`config.mk`:
```
export PLATFORM = sky130hd
export DESIGN_NAME = integer_to_ascii_formatter
export DESIGN_NICKNAME = d
export VERILOG_FILES = /design/src/hdl/i2a_pkg.sv /design/src/hdl/integer_to_ascii_formatter.sv /design/src/hdl/i2a_front.sv /design/src/hdl/i2a_dabble_stage.sv /design/src/hdl/i2a_serializer.sv
export SDC_FILE = /design/constraint.sdc
export NUM_CORES = 1
export LEC_CHECK = 0
export BUFFER_PORTS_ARGS = -buffer_cell sky130_fd_sc_hd__buf_4
export CELL_PAD_IN_SITES_DETAIL_PLACEMENT = 0
export CELL_PAD_IN_SITES_GLOBAL_PLACEMENT = 1
export CORE_UTILIZATION = 50
export CTS_CLUSTER_SIZE = 10
export DETAILED_ROUTE_END_ITERATION = 10
export PLACE_DENSITY = 0.9
export REMOVE_ABC_BUFFERS = 1
export SKIP_LAST_GASP = 1
export SYNTH_ARGS = -nofsm -noshare
export SYNTH_HDL_FRONTEND = slang
export SYNTH_SLANG_ARGS = --single-unit
```
`constraint.sdc`:
```
create_clock -name i_clk -period 9.8 [get_ports i_clk]
set_input_delay 1.96 -clock i_clk [delete_from_list [all_inputs] [get_ports i_clk]]
set_output_delay 1.96 -clock i_clk [all_outputs]
set_load 0.005 [all_outputs]
```
`src/hdl/i2a_pkg.sv`:
```
// Shared types, constants and functions of the integer-to-ASCII formatter.
// No dependencies; imported by every module of the block.
`default_nettype none

package i2a_pkg;

    localparam int BIN_W      = 32;
    localparam int DEC_DIGITS = 10;
    localparam int HEX_DIGITS = 8;
    localparam int BCD_W      = 4 * DEC_DIGITS;
    localparam int ACC_W      = BCD_W + BIN_W;
    localparam int N_STAGES   = 8;
    localparam int STEPS      = BIN_W / N_STAGES;

    localparam logic [6:0] CH_ZERO  = 7'h30;
    localparam logic [6:0] CH_MINUS = 7'h2d;
    localparam logic [6:0] CH_LOWER = 7'h61;
    localparam logic [6:0] CH_UPPER = 7'h41;

    typedef enum logic [1:0] {
        OP_SDEC = 2'd0,
        OP_UDEC = 2'd1,
        OP_HEXL = 2'd2,
        OP_HEXU = 2'd3
    } t_op;

    typedef logic [DEC_DIGITS-1:0][3:0] t_digits;
    typedef logic [HEX_DIGITS-1:0][3:0] t_nibs;

    // One number on its way through the conversion pipeline
    typedef struct packed {
        t_op              op;
        logic             neg;
        logic [BIN_W-1:0] value;
        logic [ACC_W-1:0] acc;   // BCD digits above, remaining binary bits below
    } t_item;

    // One shift-and-add-3 step of the binary to BCD conversion
    function automatic logic [ACC_W-1:0] dabble_step(input logic [ACC_W-1:0] acc);
        logic [ACC_W-1:0] r;
        r = acc;
        for (int d = 0; d < DEC_DIGITS; d++) begin
            if (r[BIN_W + 4*d +: 4] >= 4'd5) begin
                r[BIN_W + 4*d +: 4] = r[BIN_W + 4*d +: 4] + 4'd3;
            end
        end
        return {r[ACC_W-2:0], 1'b0};
    endfunction

    // Map one nibble to its hex character
    function automatic logic [6:0] hex_char(input logic [3:0] nib, input logic upper);
        logic [6:0] base;
        base = upper ? CH_UPPER : CH_LOWER;
        if (nib < 4'd10) begin
            return CH_ZERO + {3'b000, nib};
        end
        return base + {3'b000, nib - 4'd10};
    endfunction

endpackage

`default_nettype wire

```
`src/hdl/integer_to_ascii_formatter.sv`:
```
// Integer-to-ASCII formatter, top level. The serializer emits a number's characters
// (1 to 11 decimal, 8 hex) one per cycle while the output is not stalled, and takes
// the next number with the last character; the 8-stage BCD pipeline (4 steps a stage)
// behind the entry register accepts a number every cycle unless stalled.
// Reset (synchronous, active low) empties all stages and the output register.
`default_nettype none

module integer_to_ascii_formatter (
    input  wire logic        i_clk,
    input  wire logic        i_rst_n,
    input  wire logic        i_valid,
    output logic             o_ready,
    input  wire logic [1:0]  i_op,
    input  wire logic [31:0] i_value,
    output logic             o_valid,
    input  wire logic        i_ready,
    output logic [6:0]       o_out_char,
    output logic             o_last
);
    import i2a_pkg::*;

    logic  w_valid [N_STAGES+1];
    logic  w_ready [N_STAGES+1];
    t_item w_item  [N_STAGES+1];

    // Register the transaction and form the magnitude
    i2a_front u_front (
        .i_clk   (i_clk),
        .i_rst_n (i_rst_n),
        .i_valid (i_valid),
        .o_ready (o_ready),
        .i_op    (i_op),
        .i_value (i_value),
        .o_valid (w_valid[0]),
        .i_ready (w_ready[0]),
        .o_item  (w_item[0])
    );

    // Convert to BCD over the stage chain
    for (genvar g = 0; g < N_STAGES; g++) begin : g_dabble
        i2a_dabble_stage u_stage (
            .i_clk   (i_clk),
            .i_rst_n (i_rst_n),
            .i_valid (w_valid[g]),
            .o_ready (w_ready[g]),
            .i_item  (w_item[g]),
            .o_valid (w_valid[g+1]),
            .i_ready (w_ready[g+1]),
            .o_item  (w_item[g+1])
        );
    end

    // Emit characters
    i2a_serializer u_ser (
        .i_clk      (i_clk),
        .i_rst_n    (i_rst_n),
        .i_valid    (w_valid[N_STAGES]),
        .o_ready    (w_ready[N_STAGES]),
        .i_item     (w_item[N_STAGES]),
        .o_valid    (o_valid),
        .i_ready    (i_ready),
        .o_out_char (o_out_char),
        .o_last     (o_last)
    );

endmodule

`default_nettype wire

```
`src/hdl/i2a_front.sv`:
```
// Entry stage: registers the accepted transaction and forms sign and magnitude.
// Depends on i2a_pkg.
`default_nettype none

module i2a_front (
    input  wire logic          i_clk,
    input  wire logic          i_rst_n,
    input  wire logic          i_valid,
    output logic               o_ready,
    input  wire logic [1:0]    i_op,
    input  wire logic [31:0]   i_value,
    output logic               o_valid,
    input  wire logic          i_ready,
    output i2a_pkg::t_item     o_item
);
    import i2a_pkg::*;

    logic  r_valid;
    t_item r_item;
    t_item n_item;
    logic  w_load;

    assign o_ready = !r_valid || i_ready;
    assign w_load  = i_valid && o_ready;

    // Take the two's complement magnitude of a negative signed value
    always_comb begin
        n_item.op    = t_op'(i_op);
        n_item.neg   = (t_op'(i_op) == OP_SDEC) && i_value[BIN_W-1];
        n_item.value = i_value;
        n_item.acc   = {{BCD_W{1'b0}}, (n_item.neg ? (~i_value + 32'd1) : i_value)};
    end

    always_ff @(posedge i_clk) begin
        if (!i_rst_n) begin
            r_valid <= 1'b0;
        end else if (o_ready) begin
            r_valid <= i_valid;
        end
    end

    always_ff @(posedge i_clk) begin
        if (w_load) begin
            r_item <= n_item;
        end
    end

    assign o_valid = r_valid;
    assign o_item  = r_item;

endmodule

`default_nettype wire

```
`src/hdl/i2a_dabble_stage.sv`:
```
// One pipeline stage of the binary to BCD converter: STEPS (4) shift-and-add-3 steps.
// Depends on i2a_pkg.
`default_nettype none

module i2a_dabble_stage (
    input  wire logic          i_clk,
    input  wire logic          i_rst_n,
    input  wire logic          i_valid,
    output logic               o_ready,
    input  i2a_pkg::t_item     i_item,
    output logic               o_valid,
    input  wire logic          i_ready,
    output i2a_pkg::t_item     o_item
);
    import i2a_pkg::*;

    logic  r_valid;
    t_item r_item;
    t_item n_item;

    assign o_ready = !r_valid || i_ready;

    // Run this stage's share of the conversion steps
    always_comb begin
        n_item = i_item;
        for (int s = 0; s < STEPS; s++) begin
            n_item.acc = dabble_step(n_item.acc);
        end
    end

    always_ff @(posedge i_clk) begin
        if (!i_rst_n) begin
            r_valid <= 1'b0;
        end else if (o_ready) begin
            r_valid <= i_valid;
        end
    end

    always_ff @(posedge i_clk) begin
        if (i_valid && o_ready) begin
            r_item <= n_item;
        end
    end

    assign o_valid = r_valid;
    assign o_item  = r_item;

endmodule

`default_nettype wire

```
`src/hdl/i2a_serializer.sv`:
```
// Output serializer: holds one converted number and emits its characters
// into a registered output, one per cycle while not stalled. Depends on i2a_pkg.
`default_nettype none

module i2a_serializer (
    input  wire logic          i_clk,
    input  wire logic          i_rst_n,
    input  wire logic          i_valid,
    output logic               o_ready,
    input  i2a_pkg::t_item     i_item,
    output logic               o_valid,
    input  wire logic          i_ready,
    output logic [6:0]         o_out_char,
    output logic               o_last
);
    import i2a_pkg::*;

    logic       r_active;
    logic       r_sign;
    logic [3:0] r_pos;
    t_op        r_op;
    t_digits    r_digits;
    t_nibs      r_nibs;
    logic       r_ovalid;
    logic [6:0] r_char;
    logic       r_last;

    t_digits    w_in_digits;
    logic [3:0] w_top;
    logic       w_in_hex;
    logic       w_hex;
    logic       w_adv;
    logic       w_emit;
    logic       w_is_last;
    logic       w_release;
    logic       w_load;
    logic [6:0] w_char;

    assign w_in_digits = t_digits'(i_item.acc[ACC_W-1 -: BCD_W]);
    assign w_in_hex    = (i_item.op == OP_HEXL) || (i_item.op == OP_HEXU);
    assign w_hex       = (r_op == OP_HEXL) || (r_op == OP_HEXU);

    // Find the most significant nonzero digit; zero keeps a single digit
    always_comb begin
        w_top = 4'd0;
        for (int i = 0; i < DEC_DIGITS; i++) begin
            if (w_in_digits[i] != 4'd0) begin
                w_top = 4'(i);
            end
        end
    end

    assign w_adv     = !r_ovalid || i_ready;
    assign w_emit    = r_active && w_adv;
    assign w_is_last = !r_sign && (r_pos == 4'd0);
    assign w_release = w_emit && w_is_last;
    assign o_ready   = !r_active || w_release;
    assign w_load    = i_valid && o_ready;

    // Select the current character: sign first, then digits from the top
    always_comb begin
        if (r_sign) begin
            w_char = CH_MINUS;
        end else if (w_hex) begin
            w_char = hex_char(r_nibs[r_pos[2:0]], r_op == OP_HEXU);
        end else begin
            w_char = CH_ZERO + {3'b000, r_digits[r_pos]};
        end
    end

    always_ff @(posedge i_clk) begin
        if (!i_rst_n) begin
            r_active <= 1'b0;
            r_ovalid <= 1'b0;
        end else begin
            if (w_load) begin
                r_active <= 1'b1;
            end else if (w_release) begin
                r_active <= 1'b0;
            end
            if (w_adv) begin
                r_ovalid <= r_active;
            end
        end
    end

    // Advance through the number; a new transaction takes over on release
    always_ff @(posedge i_clk) begin
        if (w_emit) begin
            r_char <= w_char;
            r_last <= w_is_last;
            if (r_sign) begin
                r_sign <= 1'b0;
            end else if (r_pos != 4'd0) begin
                r_pos <= r_pos - 4'd1;
            end
        end
        if (w_load) begin
            r_op     <= i_item.op;
            r_sign   <= i_item.neg;
            r_pos    <= w_in_hex ? 4'(HEX_DIGITS - 1) : w_top;
            r_digits <= w_in_digits;
            r_nibs   <= t_nibs'(i_item.value);
        end
    end

    assign o_valid    = r_ovalid;
    assign o_out_char = r_char;
    assign o_last     = r_last;

endmodule

`default_nettype wire

```
== Word level (Yosys, flattened, before mapping) ==
Cells that the tools add are included.

* Bits in registers: 837
* Output and inout bits: 10
* Logic and storage cells: 967
* Input port bits: 38

* Add/subtract/negate cells: 271
* Muxes and demuxes: 295
* Bitwise logic cells: 1
* Reductions and logical operators: 55
* Equality and inequality tests: 5
* $lt $le $gt $ge: 268

{| class="wikitable"
|+ Operators with widths
! operator !! count
|-
| >= comparator 4 x 3 -> 1 bit (second input constant) || 255
|-
| 2-to-1 mux 4 bit || 250
|-
| adder 4 x 2 -> 4 bit (second input constant) || 234
|-
| 2-to-1 mux 3 bit || 26
|-
| adder 3 x 2 -> 3 bit (second input constant) || 21
|-
| nonzero test 4 bit || 10
|-
| adder 32 x 1 -> 32 bit (second input constant) || 1
|-
| 2-to-1 mux 32 bit || 1
|-
| NOT 32 bit || 1
|-
| adder 1 x 2 -> 3 bit (second input constant) || 8
|-
| >= comparator 1 x 3 -> 1 bit (second input constant) || 8
|-
| 2-to-1 mux 7 bit || 3
|-
| binary-select mux 4 bit (select 4 bit) || 1
|-
| adder 6 x 4 -> 7 bit (first input constant) || 2
|-
| logical AND 1 bit || 14
|-
| logical OR 1 bit || 13
|-
| binary-select mux 4 bit (select 3 bit) || 1
|-
| zero test 1 bit || 12
|-
| 2-to-1 mux 1 bit || 10
|-
| equality test 2 bit (second input constant) || 4
|-
| adder 7 x 4 -> 7 bit || 1
|-
| adder 1 x 2 -> 3 bit (both inputs constant) || 2
|-
| >= comparator 1 x 3 -> 1 bit (both inputs constant) || 2
|-
| 2-to-1 mux 6 bit || 1
|-
| other kinds (11) || 14
|}

== Depth between registers and ports, before layout ==
* Depth in word-level cells: 15
* Gate-level depth with buffers: 21

== Modules after synthesis ==
Synthesis repeated with hierarchy kept, for this count alone.

* Cells, all modules: 8013
* Area total of the unflattened synthesis: 74291.3 um^2

{| class="wikitable"
|+ Modules (own cells, without submodules)
! module !! area each (um^2) !! cells each !! instances !! seq. area each (um^2)
|-
| i2a_dabble_stage || 8414.3 || 947 || 8 || 3113.0
|-
| i2a_serializer || 3876.2 || 223 || 1 || 2652.5
|-
| i2a_front || 3100.5 || 214 || 1 || 2001.9
|}

== Worst setup path after synthesis ==
OpenSTA, ideal clock, no wires.

* Path kind: in2reg
* Start: input port i_ready
* End: register g_dabble[5].u_stage.r_item, in the netlist g_dabble[5].u_stage.o_item[100] (enable)
* Setup time: 616 ps
* Required time: 9184 ps
* Slack: 1469 ps
* Cell stages on the path: 5
* Arrival time: 7715 ps
* Cells stage by stage: nor2b_1 > inv_1 > a21boi_1 > and3_1 > a21boi_0

* Longest elaborated chain between the ends: 8

{| class="wikitable"
|+ RTL lines
! element !! RTL line !! text
|-
| start: declaration || integer_to_ascii_formatter.sv:16 || <nowiki>input wire logic i_ready,</nowiki>
|-
| logical OR 1 bit || i2a_serializer.sv:53 || <nowiki>assign w_adv = !r_ovalid || i_ready;</nowiki>
|-
| logical AND 1 bit || i2a_serializer.sv:54 || <nowiki>assign w_emit = r_active && w_adv;</nowiki>
|-
| logical AND 1 bit || i2a_serializer.sv:56 || <nowiki>assign w_release = w_emit && w_is_last;</nowiki>
|-
| logical OR 1 bit || i2a_serializer.sv:57 || <nowiki>assign o_ready = !r_active || w_release;</nowiki>
|-
| logical OR 1 bit (3 in a row) || i2a_dabble_stage.sv:21 || <nowiki>assign o_ready = !r_valid || i_ready;</nowiki>
|-
| logical AND 1 bit || i2a_dabble_stage.sv:40 || <nowiki>if (i_valid && o_ready) begin</nowiki>
|-
| end signal: assignment || i2a_dabble_stage.sv:41 || <nowiki>r_item <= n_item;</nowiki>
|-
| end: declaration || i2a_dabble_stage.sv:18 || <nowiki>t_item r_item;</nowiki>
|}

No other way between the ends.
A chain may end at the register's enable or synchronous reset.

== Final worst setup path ==
* Start: input port i_ready
* End: output port o_ready

* Longest elaborated chain between the ends: 13

{| class="wikitable"
|+ RTL lines
! element !! RTL line !! text
|-
| logical OR 1 bit || i2a_serializer.sv:53 ||
|-
| logical AND 1 bit || i2a_serializer.sv:54 ||
|-
| logical AND 1 bit || i2a_serializer.sv:56 ||
|-
| logical OR 1 bit || i2a_serializer.sv:57 ||
|-
| logical OR 1 bit (8 in a row) || i2a_dabble_stage.sv:21 ||
|-
| logical OR 1 bit || i2a_front.sv:23 || <nowiki>assign o_ready = !r_valid || i_ready;</nowiki>
|-
| end: declaration || integer_to_ascii_formatter.sv:12 || <nowiki>output logic o_ready,</nowiki>
|}

No other way between the ends.

==> out/qor.yml <==
grt_pass1_wl_um: 121000
gp_congestion: 0.835
yosys-top-cells-area: "edfxtp_1, ha_1, a21oi_1"
ys_types: 104
setup_tns_ns: 0
period_minus_slack_ns: 5.98
cp-end-kind: "output pin"
nNetsFinal: 3773
seqPwrFrac: 0.503
netlist.area_leader.share: 0.541
crit_fanout: 6
drive_above_1_share: 0.0972
wire_per_inst_um: 15.9
startpoint_type: "input pin"
maxSlewViolCount: 0
clk_pin_slew_ns: 0.05
synthArstFlopShare: 0
clock_skew_ns: 0.0463
p_switching_uw: 1580
num_rows: 103
yosys-top-cells-count: "edfxtp_1, a21oi_1, o21ai_0, nor2_1, nand2_1"
synth_edf_count: 721
p_total_uw: 6980
timing.rr.start: "g_dabble[6].u_stage.o_item[56]$_DFFE_PP_"
worstPathRequired_ns: 7.84
critical_path.top_delay_family: "simple AND/OR/NAND/NOR gates"
cts_num_sinks: 732
status: "complete, no violations"
clock_latency_ns: 0.65
cts_setup_buffers: 0
worstSetupPathType: "input pin to output pin"
pwr-share-clk: 0.420
synth_cells: 3517
path_common_cell: "buf_4"
synth-seq-cells: 732
numCtsBuffers: 87
grt_setup_unrepaired: "no"
rrSetupSlack_ns: 5.27
syn_area_per_cell_um2: 11.4
worst_pin_slew_ns: 1.20
max_slew_margin: 0.195
synth_seq_area_share: 0.547
grt_overflow: 0
finish.utilization: 0.559
crit_buf_inv: 4
grt_util_all_layers: 0.180
ff2ff_path_depth: 14
hold_buffers: 0
clockBufferDepth: 3
via_per_inst: 5.76
max_stage_delay_ns: 0.55
critPathLaunch: "i_ready"
cts_tree: "yes"
p_per_area_nw_per_um2: 158
clockRootBuffer: "clkbuf_16"
hold_viol_final: 0
cell_internal_pwr_uw: 5400
synth_most_common_cell: "edfxtp_1"
maxCapViolations: 0
htreeDepth: 3
antenna_found_initial: 1
hpwl_um: 47500
min_period_over_period: 0.610
crit_path_cell_trace: "buf_4 > nor2b_1 > inv_1 > a21boi_1 > buf_4 > nand2_1 > nor2_1 > and3_1 > nand3_1 > buf_4"
die_y_um: 285
r2r_end: "g_dabble[7].u_stage.o_item[59]$_DFFE_PP_"
first_global_vias: 25000
drtIter0Drc: 2096
ctsResizeCount: 0
syn_area_um2: 40000
peakVddDrop_v: 0.000143
crit_arrival_ns: 4.02
port_buffers: 47
wl_um: 74300
die_w_um: 285
drt-pass1-iter-count: 6
synth_warnings: 0
fillers: 6368
ant_nets: 0
coreArea_um2: 79000
drc: 0
switching_share: 0.227
die_area_um2: 81100
area_growth_pct: 10.4
setup_viol: 0
comb_power_share: 0.076
power.leakage_uw: 0.0155
yosysTopAreaCell: "edfxtp_1"
vias: 27000
path_depth: 10
crit_slowest_cell: "and3_1"
hp-class: "flop to flop"
ys.flop_type: "edfxtp_1"
endpoint: "o_ready"
grt_max_degree: 82
diodes: 0
start_util: 0.506
ioPinCount: 48
fmax_mhz: 167
[power groups by stage]
stage | Combinational, µW | Clock [µW] | Sequential (µW)
6_report | 532 | 2930 | 3510
4_1_cts | 532 | 3000 | 3510
3_3_place_gp | 512 | 0 | 3570
3_5_place_dp | 527 | 0 | 3570
2_1_floorplan | 416 | 0 | 3570
5_1_grt | 599 | 3110 | 3510
[metrics by stage]
| step | worst slack (ns) | cells | cell area [µm²] | hold slack [ns] |
|---|---|---|---|---|
| 5_1_grt | 3.62 | 4680 | 44100 | 0.417 |
| 4_1_cts | 3.79 | 4680 | 44100 | 0.400 |
| 3_3_place_gp | 3.96 | 4547 | 41500 | 0.400 |
| 6_report | 3.82 | 4680 | 44100 | 0.391 |
| 2_1_floorplan | 1.47 | 3427 | 39600 | 0.400 |
| 3_5_place_dp | 3.85 | 4547 | 41500 | 0.405 |
[worst min-delay path by stage]
| stage | from | end | slack [ns] | depth (start not counted) |
|---|---|---|---|---|
| 2_1_floorplan | u_front.o_item[100]$_DFFE_PP_ | g_dabble[0].u_stage.o_item[100]$_DFFE_PP_ | 0.40 | 0 |
| 3_3_place_gp | g_dabble[3].u_stage.o_item[76]$_DFFE_PP_ | g_dabble[4].u_stage.o_item[76]$_DFFE_PP_ | 0.40 | 0 |
| 3_5_place_dp | u_front.o_item[103]$_DFFE_PP_ | g_dabble[0].u_stage.o_item[103]$_DFFE_PP_ | 0.40 | 0 |
| 4_1_cts | g_dabble[7].u_stage.o_item[103]$_DFFE_PP_ | u_ser.r_nibs[31]$_DFFE_PP_ | 0.40 | 0 |
| 5_1_grt | g_dabble[7].u_stage.o_item[103]$_DFFE_PP_ | u_ser.r_nibs[31]$_DFFE_PP_ | 0.42 | 0 |
| 6_report | g_dabble[7].u_stage.o_item[103]$_DFFE_PP_ | u_ser.r_nibs[31]$_DFFE_PP_ | 0.39 | 0 |
[cell families (layout without fill, tap and decap cells)]
| family | after synthesis | in the layout | share of synthesized area |
|---|---|---|---|
| multiplexers | 171 | 171 | 0.0503 |
| adder cells (fa/ha/maj) | 150 | 150 | 0.0469 |
| AO/OA/AOI/OAI | 1139 | 1139 | 0.182 |
| AND/OR/NAND/NOR | 845 | 845 | 0.103 |
| flip-flops | 732 | 732 | 0.547 |
| XOR/XNOR | 189 | 189 | 0.0425 |
| buffers and inverters | 291 | 404 | 0.0278 |
[registers in the layout, indices dropped and copies added (netlist names)]
name	cells
u_ser.r_pos	4
u_ser.r_sign	1
g_dabble.u_stage.o_valid	8
u_front.o_valid	1
u_ser.r_op	2
u_ser.r_active	1
u_ser.o_out_char	7
u_ser.r_nibs	32
u_front.o_item	66
u_ser.r_digits	39
u_ser.o_last	1
u_ser.o_valid	1
g_dabble.u_stage.o_item	569
[per-layer routing]
metal  GRT usage  routed length [µm]  vias up
met5           0                   0        -
met4      0.0595                2080        0
met3      0.0298                3250      153
met2       0.311               36500      605
met1       0.228               32500    12700
li1            -                   -    13500
[cell type report]
| cell class | instances | area, µm² | area share |
|---|---|---|---|
| tap | 1050 | 1310 | 0.0298 |
| inverter | 201 | 754 | 0.0171 |
| clock buffer | 114 | 2280 | 0.0516 |
| multi-input combinational | 2494 | 17100 | 0.387 |
| clock inverter | 19 | 295 | 0.00669 |
| sequential | 732 | 21900 | 0.496 |
| timing repair buffer | 70 | 526 | 0.0119 |
[placed cells by master (no fill, tap or decap), types with 58 or more instances in the layout]
master and count:
inv_1 192, nor2_1 244, clkbuf_16 87, nor3_1 58, nand2b_1 73, o21ai_0 248, o21ai_1 60, mux2_2 59
a21oi_1 308, nand2_1 211, ha_1 149, xnor2_1 146, buf_4 70, edfxtp_1 721, mux2i_1 83, a31oi_1 78
No activity file was read; power rests on OpenSTA's default activity.
